## src/rtl/plb_pkg.sv

```systemverilog
// Shared types and constants for the page buffer LRU lookup unit.
// No dependencies.
package plb_pkg;

  localparam int PAGE_W      = 32;
  localparam int SLOT_W      = 4;
  localparam int TS_W        = 30;
  localparam int IN_TDATA_W  = 32;
  localparam int OUT_TDATA_W = 40;

  typedef logic [PAGE_W-1:0] page_t;
  typedef logic [TS_W-1:0]   ts_t;

  // Write command from the sequencer into the slot store
  typedef struct packed {
    logic tag_we;     // install new tag, mark slot valid
    logic dirty_we;
    logic dirty_val;
    logic ts_we;      // store new timestamp, mark it live
    logic wrap;       // clock wrapped: every timestamp reads zero
  } wr_cmd_t;

  // Running flags of the slot scan
  typedef struct packed {
    logic hit;
    logic free;
  } scan_flags_t;

endpackage

```

## src/rtl/plb_store.sv

```systemverilog
// Slot store: tag and timestamp memories plus valid/dirty/live flags.
// Depends on plb_pkg.
module plb_store
  import plb_pkg::*;
#(
  parameter  int ENTRIES = 16,
  localparam int IDX_W   = $clog2(ENTRIES)
) (
  input  logic               clk_i,
  input  logic               rst_ni,
  input  logic               rd_en_i,
  input  logic [IDX_W-1:0]   rd_addr_i,
  output page_t              rd_tag_o,
  output ts_t                rd_ts_o,
  output logic               rd_valid_o,
  input  wr_cmd_t            wr_cmd_i,
  input  logic [IDX_W-1:0]   wr_idx_i,
  input  page_t              wr_tag_i,
  input  ts_t                wr_ts_i,
  output logic [ENTRIES-1:0] dirty_o
);

  page_t              tag_mem [ENTRIES];
  ts_t                ts_mem  [ENTRIES];
  logic [ENTRIES-1:0] valid_q;
  logic [ENTRIES-1:0] dirty_q;
  logic [ENTRIES-1:0] live_q;
  page_t              rd_tag_q;
  ts_t                rd_ts_q;
  logic               rd_live_q;
  logic               rd_valid_q;

  always_ff @(posedge clk_i) begin
    if (wr_cmd_i.tag_we) tag_mem[wr_idx_i] <= wr_tag_i;
    if (wr_cmd_i.ts_we)  ts_mem[wr_idx_i]  <= wr_ts_i;
    if (rd_en_i) begin
      rd_tag_q   <= tag_mem[rd_addr_i];
      rd_ts_q    <= ts_mem[rd_addr_i];
      rd_live_q  <= live_q[rd_addr_i];
      rd_valid_q <= valid_q[rd_addr_i];
    end
  end

  always_ff @(posedge clk_i or negedge rst_ni) begin
    if (!rst_ni) begin
      valid_q <= '0;
      dirty_q <= '0;
      live_q  <= '0;
    end else begin
      if (wr_cmd_i.tag_we)   valid_q[wr_idx_i] <= 1'b1;
      if (wr_cmd_i.dirty_we) dirty_q[wr_idx_i] <= wr_cmd_i.dirty_val;
      if (wr_cmd_i.wrap) begin
        live_q <= '0;
      end else if (wr_cmd_i.ts_we) begin
        live_q[wr_idx_i] <= 1'b1;
      end
    end
  end

  // a timestamp not written since the last wrap reads as zero
  assign rd_ts_o    = rd_live_q ? rd_ts_q : '0;
  assign rd_tag_o   = rd_tag_q;
  assign rd_valid_o = rd_valid_q;
  assign dirty_o    = dirty_q;

endmodule

```

## src/rtl/plb_scan.sv

```systemverilog
// Shared compare unit: one slot per cycle against the request tag and the running minimum.
// Depends on plb_pkg.
module plb_scan
  import plb_pkg::*;
#(
  parameter  int ENTRIES = 16,
  localparam int IDX_W   = $clog2(ENTRIES)
) (
  input  logic             clk_i,
  input  logic             rst_ni,
  input  logic             start_i,
  input  logic             rd_vld_i,
  input  logic [IDX_W-1:0] rd_idx_i,
  input  page_t            rd_tag_i,
  input  ts_t              rd_ts_i,
  input  logic             rd_valid_i,
  input  page_t            page_i,
  output scan_flags_t      flags_o,
  output logic [IDX_W-1:0] hit_idx_o,
  output logic [IDX_W-1:0] free_idx_o,
  output logic [IDX_W-1:0] best_idx_o,
  output page_t            best_tag_o
);

  scan_flags_t      flags_q;
  logic [IDX_W-1:0] hit_idx_q;
  logic [IDX_W-1:0] free_idx_q;
  logic [IDX_W-1:0] best_idx_q;
  ts_t              best_ts_q;
  page_t            best_tag_q;
  logic             is_hit;
  logic             is_free;
  logic             take_best;

  always_comb begin
    is_hit    = rd_valid_i && (rd_tag_i == page_i);
    is_free   = !rd_valid_i;
    // slot zero seeds the minimum; strict less keeps the lowest index on ties
    take_best = (rd_idx_i == '0) || (rd_ts_i < best_ts_q);
  end

  always_ff @(posedge clk_i or negedge rst_ni) begin
    if (!rst_ni) begin
      flags_q <= '0;
    end else if (start_i) begin
      flags_q <= '0;
    end else if (rd_vld_i) begin
      if (is_hit)  flags_q.hit  <= 1'b1;
      if (is_free) flags_q.free <= 1'b1;
    end
  end

  always_ff @(posedge clk_i) begin
    if (rd_vld_i && !start_i) begin
      if (is_hit && !flags_q.hit)   hit_idx_q  <= rd_idx_i;
      if (is_free && !flags_q.free) free_idx_q <= rd_idx_i;
      if (take_best) begin
        best_idx_q <= rd_idx_i;
        best_ts_q  <= rd_ts_i;
        best_tag_q <= rd_tag_i;
      end
    end
  end

  assign flags_o    = flags_q;
  assign hit_idx_o  = hit_idx_q;
  assign free_idx_o = free_idx_q;
  assign best_idx_o = best_idx_q;
  assign best_tag_o = best_tag_q;

endmodule

```

## src/rtl/page_buffer_lru_lookup_unit.sv

```systemverilog
// Top level of the page buffer LRU lookup unit: sequencer, access clock, result register.
// Depends on plb_pkg, plb_store and plb_scan.
//
//   channel   dir  handshake                      payload
//   s_axis    in   s_axis_tvalid/s_axis_tready    tdata: page_no; tuser: is_write
//   m_axis    out  m_axis_tvalid/m_axis_tready    tdata: slot, hit, writeback_needed,
//                                                        evicted_page
//
// Each item runs through accept, a scan of every slot via the single read port of the
// slot store, and a commit.
// Reset frees every slot and clears the access clock; no clearing pass is needed.
// The next item is taken while a result waits on m_axis; a stalled result holds the
// following item in its commit cycle until the output register frees up.
module page_buffer_lru_lookup_unit
  import plb_pkg::*;
#(
  parameter int ENTRIES = 16
) (
  input  logic                   clk_i,
  input  logic                   rst_ni,
  input  logic                   s_axis_tvalid,
  output logic                   s_axis_tready,
  input  logic [IN_TDATA_W-1:0]  s_axis_tdata,  // [31:0] page_no
  input  logic                   s_axis_tuser,  // [0] is_write
  output logic                   m_axis_tvalid,
  input  logic                   m_axis_tready,
  output logic [OUT_TDATA_W-1:0] m_axis_tdata   // [3:0] slot, [4] hit,
                                                // [5] writeback_needed,
                                                // [37:6] evicted_page, [39:38] zero
);

  localparam int IDX_W = $clog2(ENTRIES);
  localparam int CNT_W = $clog2(ENTRIES + 1);

  localparam logic [1:0] ST_IDLE   = 2'd0;
  localparam logic [1:0] ST_SCAN   = 2'd1;
  localparam logic [1:0] ST_COMMIT = 2'd2;

  logic [1:0]         state_q, state_d;
  logic [CNT_W-1:0]   cnt_q, cnt_d;
  logic               rd_vld_q;
  logic [IDX_W-1:0]   rd_idx_q;
  page_t              page_q;
  logic               wr_q;
  ts_t                clock_q, clock_d;
  logic               out_vld_q;
  logic [SLOT_W-1:0]  res_slot_q;
  logic               res_hit_q;
  logic               res_wb_q;
  page_t              res_evicted_q;

  logic               accept;
  logic               rd_issue;
  logic               scan_last;
  logic               commit_go;
  logic [IDX_W-1:0]   vic_idx;
  logic               wb;
  logic [TS_W:0]      clk_next;
  logic               wrap;
  wr_cmd_t            wr_cmd;

  page_t              rd_tag;
  ts_t                rd_ts;
  logic               rd_valid;
  logic [ENTRIES-1:0] dirty;
  scan_flags_t        flags;
  logic [IDX_W-1:0]   hit_idx;
  logic [IDX_W-1:0]   free_idx;
  logic [IDX_W-1:0]   best_idx;
  page_t              best_tag;

  assign s_axis_tready = (state_q == ST_IDLE);
  assign accept        = s_axis_tvalid && s_axis_tready;
  assign rd_issue      = (state_q == ST_SCAN) && (cnt_q != CNT_W'(ENTRIES));
  assign scan_last     = (state_q == ST_SCAN) && (cnt_q == CNT_W'(ENTRIES));
  assign commit_go     = (state_q == ST_COMMIT) && (!out_vld_q || m_axis_tready);

  always_comb begin
    // with no free slot every slot is valid, so the LRU victim is the only dirty case
    vic_idx  = flags.hit ? hit_idx : (flags.free ? free_idx : best_idx);
    wb       = !flags.hit && !flags.free && dirty[best_idx];
    clk_next = {1'b0, clock_q} + (TS_W + 1)'(1);
    wrap     = clk_next[TS_W];

    wr_cmd.tag_we    = commit_go && !flags.hit;
    wr_cmd.dirty_we  = commit_go && (!flags.hit || wr_q);
    wr_cmd.dirty_val = wr_q;
    wr_cmd.ts_we     = commit_go && !wrap;
    wr_cmd.wrap      = commit_go && wrap;

    clock_d = clock_q;
    if (commit_go) clock_d = wrap ? '0 : clk_next[TS_W-1:0];
  end

  always_comb begin
    state_d = state_q;
    cnt_d   = cnt_q;
    case (state_q)
      ST_IDLE: begin
        if (accept) begin
          state_d = ST_SCAN;
          cnt_d   = '0;
        end
      end
      ST_SCAN: begin
        if (rd_issue) cnt_d = cnt_q + CNT_W'(1);
        if (scan_last) state_d = ST_COMMIT;
      end
      ST_COMMIT: begin
        if (commit_go) state_d = ST_IDLE;
      end
      default: state_d = ST_IDLE;
    endcase
  end

  always_ff @(posedge clk_i or negedge rst_ni) begin
    if (!rst_ni) begin
      state_q   <= ST_IDLE;
      cnt_q     <= '0;
      rd_vld_q  <= 1'b0;
      clock_q   <= '0;
      out_vld_q <= 1'b0;
    end else begin
      state_q  <= state_d;
      cnt_q    <= cnt_d;
      rd_vld_q <= rd_issue;
      clock_q  <= clock_d;
      if (commit_go) begin
        out_vld_q <= 1'b1;
      end else if (m_axis_tready) begin
        out_vld_q <= 1'b0;
      end
    end
  end

  always_ff @(posedge clk_i) begin
    rd_idx_q <= cnt_q[IDX_W-1:0];
    if (accept) begin
      page_q <= s_axis_tdata[PAGE_W-1:0];
      wr_q   <= s_axis_tuser;
    end
    if (commit_go) begin
      res_slot_q    <= SLOT_W'(vic_idx);
      res_hit_q     <= flags.hit;
      res_wb_q      <= wb;
      res_evicted_q <= wb ? best_tag : '0;
    end
  end

  plb_store #(
    .ENTRIES (ENTRIES)
  ) u_store (
    .clk_i      (clk_i),
    .rst_ni     (rst_ni),
    .rd_en_i    (rd_issue),
    .rd_addr_i  (cnt_q[IDX_W-1:0]),
    .rd_tag_o   (rd_tag),
    .rd_ts_o    (rd_ts),
    .rd_valid_o (rd_valid),
    .wr_cmd_i   (wr_cmd),
    .wr_idx_i   (vic_idx),
    .wr_tag_i   (page_q),
    .wr_ts_i    (clk_next[TS_W-1:0]),
    .dirty_o    (dirty)
  );

  plb_scan #(
    .ENTRIES (ENTRIES)
  ) u_scan (
    .clk_i      (clk_i),
    .rst_ni     (rst_ni),
    .start_i    (accept),
    .rd_vld_i   (rd_vld_q),
    .rd_idx_i   (rd_idx_q),
    .rd_tag_i   (rd_tag),
    .rd_ts_i    (rd_ts),
    .rd_valid_i (rd_valid),
    .page_i     (page_q),
    .flags_o    (flags),
    .hit_idx_o  (hit_idx),
    .free_idx_o (free_idx),
    .best_idx_o (best_idx),
    .best_tag_o (best_tag)
  );

  assign m_axis_tvalid = out_vld_q;
  assign m_axis_tdata  = {2'b00, res_evicted_q, res_wb_q, res_hit_q, res_slot_q};

  a_hit_no_wb: assert property (@(posedge clk_i) disable iff (!rst_ni)
    out_vld_q && res_hit_q |-> !res_wb_q)
    else $error("hit reported together with write-back");

  a_evicted_zero: assert property (@(posedge clk_i) disable iff (!rst_ni)
    out_vld_q && !res_wb_q |-> res_evicted_q == '0)
    else $error("evicted page nonzero without write-back");

  a_accept_scan: assert property (@(posedge clk_i) disable iff (!rst_ni)
    accept |=> state_q == ST_SCAN && cnt_q == '0)
    else $error("accepted item did not start a scan");

  a_commit_hold: assert property (@(posedge clk_i) disable iff (!rst_ni)
    state_q == ST_COMMIT && out_vld_q && !m_axis_tready |=> state_q == ST_COMMIT)
    else $error("commit overran a stalled result");

endmodule

```

## config.mk

```make
export PLATFORM = sky130hd
export DESIGN_NAME = page_buffer_lru_lookup_unit
export DESIGN_NICKNAME = d
export VERILOG_FILES = /design/src/rtl/plb_pkg.sv /design/src/rtl/plb_store.sv /design/src/rtl/plb_scan.sv /design/src/rtl/page_buffer_lru_lookup_unit.sv
export SDC_FILE = /design/constraint.sdc
export NUM_CORES = 1
export LEC_CHECK = 0
export BUFFER_PORTS_ARGS = -buffer_cell sky130_fd_sc_hd__buf_2
export CORE_MARGIN = 2
export CORE_UTILIZATION = 33
export CTS_BUF_LIST = sky130_fd_sc_hd__clkbuf_16
export DETAILED_ROUTE_END_ITERATION = 10
export MAX_ROUTING_LAYER = met4
export PLACE_DENSITY = 0.57
export SLEW_MARGIN = 20
export SYNTH_ARGS = -nofsm -noshare
export SYNTH_HDL_FRONTEND = slang
export SYNTH_SLANG_ARGS = --single-unit
```

## constraint.sdc

```tcl
create_clock -name clk_i -period 6.9 [get_ports clk_i]
set_input_delay 0.345 -clock clk_i [delete_from_list [all_inputs] [get_ports clk_i]]
set_output_delay 0.345 -clock clk_i [all_outputs]
set_load 0.005 [all_outputs]
```

==> run summary <==
Status: completed
Comb pwr share: 0.227
Ports: 79
Final min period: 3969 ps
Hold_ws: 61.89 ps
R2R Setup Slk: 2930 ps
Total Nets Final: 2525
# fillers: 13397
Final setup fails: 0
Pint: 15.68 mW
Critical Setup Path Class: flop to flop
Initial antenna violation count: 10
Total power draw: 21.67 mW
DP HPWL: 59.69 mm
Synth-to-Final Area Change: 15.22%
Worst setup EP type: flop
Initial Util: 0.3325
Critical Path AT: 4290 ps
Fraction of registers with async set/reset: 0.06878
RR Endpoint: u_scan.best_idx_o[0]
Sequential-to-total area share from yosys stat: 0.7695
Clock power frac: 0.308
CTS tree: built
Max Slew Vio Count: 0
Die W: 392.7 um
Synth Flop Type: edfxtp_1
Required time worst endpoint: 7230 ps
PortBufs: 76
Crit-path max FO: 44
DRC Markers: 0
Setup tns final: 0 ps
Initial DRT Pass Iterations: 7
RSZ-0062 raised after global routing: no
Vias after detailed routing: 22992
TritonCTS Buffers: 121
Actual transition at the worst max-transition pin: 1004 ps
Worst path slowest cell: edfxtp_1
Pleak: 18.26 nW
Worst VDD drop: 0.3590 mV
CP Launch Type: flop
Clk_skew: 44.30 ps
Tot GR Track Use: 0.1533
Number of synthesized flops with an enable pin: 1201
NetSw: 5.992 mW
Syn. warnings: 0
Final ANT Viol Nets: 0
Power per cell area: 377.2 mW/mm^2
Largest cells by area after synthesis: edfxtp_1 (72%), mux4_2 (15%), dfrtp_1 (4.5%)
Reg clk slew, reported paths: 60 ps
Clk buf depth: 3
Mean number of vias per cell: 5.024
Net Sw Frac: 0.2765
Beginning of the critical path: u_store.rd_live_q
First-pass GRT wire length: 167.1 mm
Avg Cell Area, Syn: 21.88 sq um
Area leader, netlist: edfxtp_1
Largest net degree at the start of global routing: 132
Max-Cap Viols: 0
Crit-path max cell delay: 790 ps
Std cell rows: 142
Layout cells sized above 1: 0.2825
CP Cell Sequence: and2_1, ha_1, a21oi_1, o21ai_0, a221oi_1, o221ai_1, a21oi_4, buf_4
HP Class: input pin to asynchronous set/reset pin
WL final: 115.0 mm
R2R Path Start: u_store.rd_live_q
Wirelength per Cell: 25.14 um
Die ar.: 0.1542 sq mm
Worst skew pair latency: 740 ps
FF+latch count, synth: 1294
Fin crit share: 0.5752
# H-tree levels: 3
Seq pwr share: 0.466
Overflow after GRT: 0
Die height: 392.7 um
Root Buffer: clkbuf_16
Iter 0 DRT Violations: 2330
Post-Syn Instances: 2279
R2R depth: 8
Core Region: 0.1500 sq mm
Rel. slew slack: 0.3284
Fin util: 0.3831
CTS sink count: 1294
Yosys top cell area share: 0.7233
RD Place Congestion: 0.7641
Most frequent cells in the layout: edfxtp_1 (1201), mux4_2 (322), clkbuf_16 (122), dfrtp_1 (84), inv_1 (80)
Setup Buffers After CTS: 0
Fin. Hold Viols: 0
Mapped Area: 0.04986 sq mm
Yosys cell types: 62
Max Freq: 252.0 MHz
Vias in the first global route: 24184
Most common cell after layout, fill and taps aside: edfxtp_1
## metal layers
metal,share of wire,track usage,routed length (um)
met2,0.50,0.2488,57470
met4,0.017,0.03608,1975
met1,0.43,0.2033,48960
met5,0,-,0
met3,0.058,0.02432,6630
## logic make-up (layout without fill, tap and decap cells)
logic type	count (synthesis)	in the layout	synth area share
compound gates	96	96	0.01335
xor+xnor	76	76	0.01335
fa+ha+maj	32	32	0.008029
buf+inv	167	446	0.01455
flops	1294	1294	0.7695
mux	329	329	0.1478
other cells	1	3	0.00007520
simple gates	284	284	0.03330
## final cells by class
cell class / instances / area (sq um) / share of cell area
Clock inverter: 104 / 952.2 / 0.01657
Tap cell: 2016 / 2522 / 0.04390
Clock buffer: 122 / 3053 / 0.05314
Timing Repair Buffer: 163 / 1176 / 0.02047
Antenna cell: 1 / 2.502 / 0.00004355
Inverter: 57 / 214.0 / 0.003724
Multi-Input combinational cell: 819 / 11150 / 0.1940
Sequential cell: 1294 / 38390 / 0.6682
## power groups by stage
| stage | registers [mW] | clock network (mW) | logic, mW |
|---|---|---|---|
| after CTS | 10.2 | 6.83 | 4.94 |
| after detailed placement | 10.3 | 0 | 4.92 |
| after floorplan | 9.92 | 0 | 3.72 |
| after global routing | 10.2 | 7.11 | 5.30 |
| final | 10.1 | 6.67 | 4.91 |
| after global placement | 10.3 | 0 | 4.81 |
## repair_timing
item                                   CTS  global route
resized for setup                        0             0
hold buffers                            35             0
endpoints found under the hold margin   43             0
## registers in the layout, indices dropped and copies added, names as in the netlist, 5 cells and up
register / count
u_store.ts_mem: 480
u_store.tag_mem: 512
u_store.rd_tag_o: 32
u_store.rd_ts_q: 30
u_scan.best_ts_q: 30
clock_q: 30
u_store.live_q: 16
u_store.valid_q: 16
page_q: 32
u_store.dirty_o: 16
res_evicted_q: 32
cnt_q: 5
u_scan.best_tag_o: 32
## critical path: cells and delay by family (launching register included)
kind | cells | cell delay, ps
AND/OR/NAND/NOR | 1 | 270
AO/OA/AOI/OAI | 5 | 1470
flip-flops | 1 | 790
adder cells (fa/ha/maj) | 1 | 270
buffers and inverters | 1 | 710
## worst max-delay path by stage
| stage | endpoint | slack (ps) | cells past startpoint |
|---|---|---|---|
| finish | u_scan.best_idx_o[0] | 2930 | 8 |
| global route | u_scan.best_idx_o[0] | 2640 | 8 |
| CTS | u_scan.best_idx_o[0] | 2870 | 8 |
| detailed placement | u_scan.best_tag_o[28] | 2830 | 8 |
| global placement | u_scan.best_tag_o[28] | 2920 | 8 |
| floorplan | u_scan.best_idx_o[0] | 1380 | 9 |
## cells in the mapped netlist (5+ instances only)
library cell / n
nand2b_1: 7
o21a_1: 16
xnor2_1: 56
xor2_1: 20
nand2_1: 41
and3_1: 7
nor4_1: 5
ha_1: 32
and2_4: 29
and4_1: 8
o21ai_1: 9
o21ai_0: 10
dfrtp_1: 89
o2bb2ai_1: 15
nor3_1: 24
clkbuf_1: 50
edfxtp_1: 1201
and2_1: 36
nand3_1: 23
buf_4: 6
a21o_1: 5
buf_6: 5
nand4_1: 20
buf_2: 31
or2_1: 17
inv_1: 56
mux4_2: 322
buf_1: 18
nor2_1: 45
a21oi_1: 15
nor3_2: 7
## per-stage QoR
stage / worst slack, ps / cells / area [sq um]
6_report: 2931 / 4576 / 57450
5_1_grt: 2644 / 4576 / 57450
4_1_cts: 2867 / 4574 / 57240
3_5_place_dp: 2835 / 4313 / 52890
3_3_place_gp: 2919 / 4313 / 52890
2_1_floorplan: 1383 / 2280 / 49870
No activity file was read; power rests on OpenSTA's default activity.
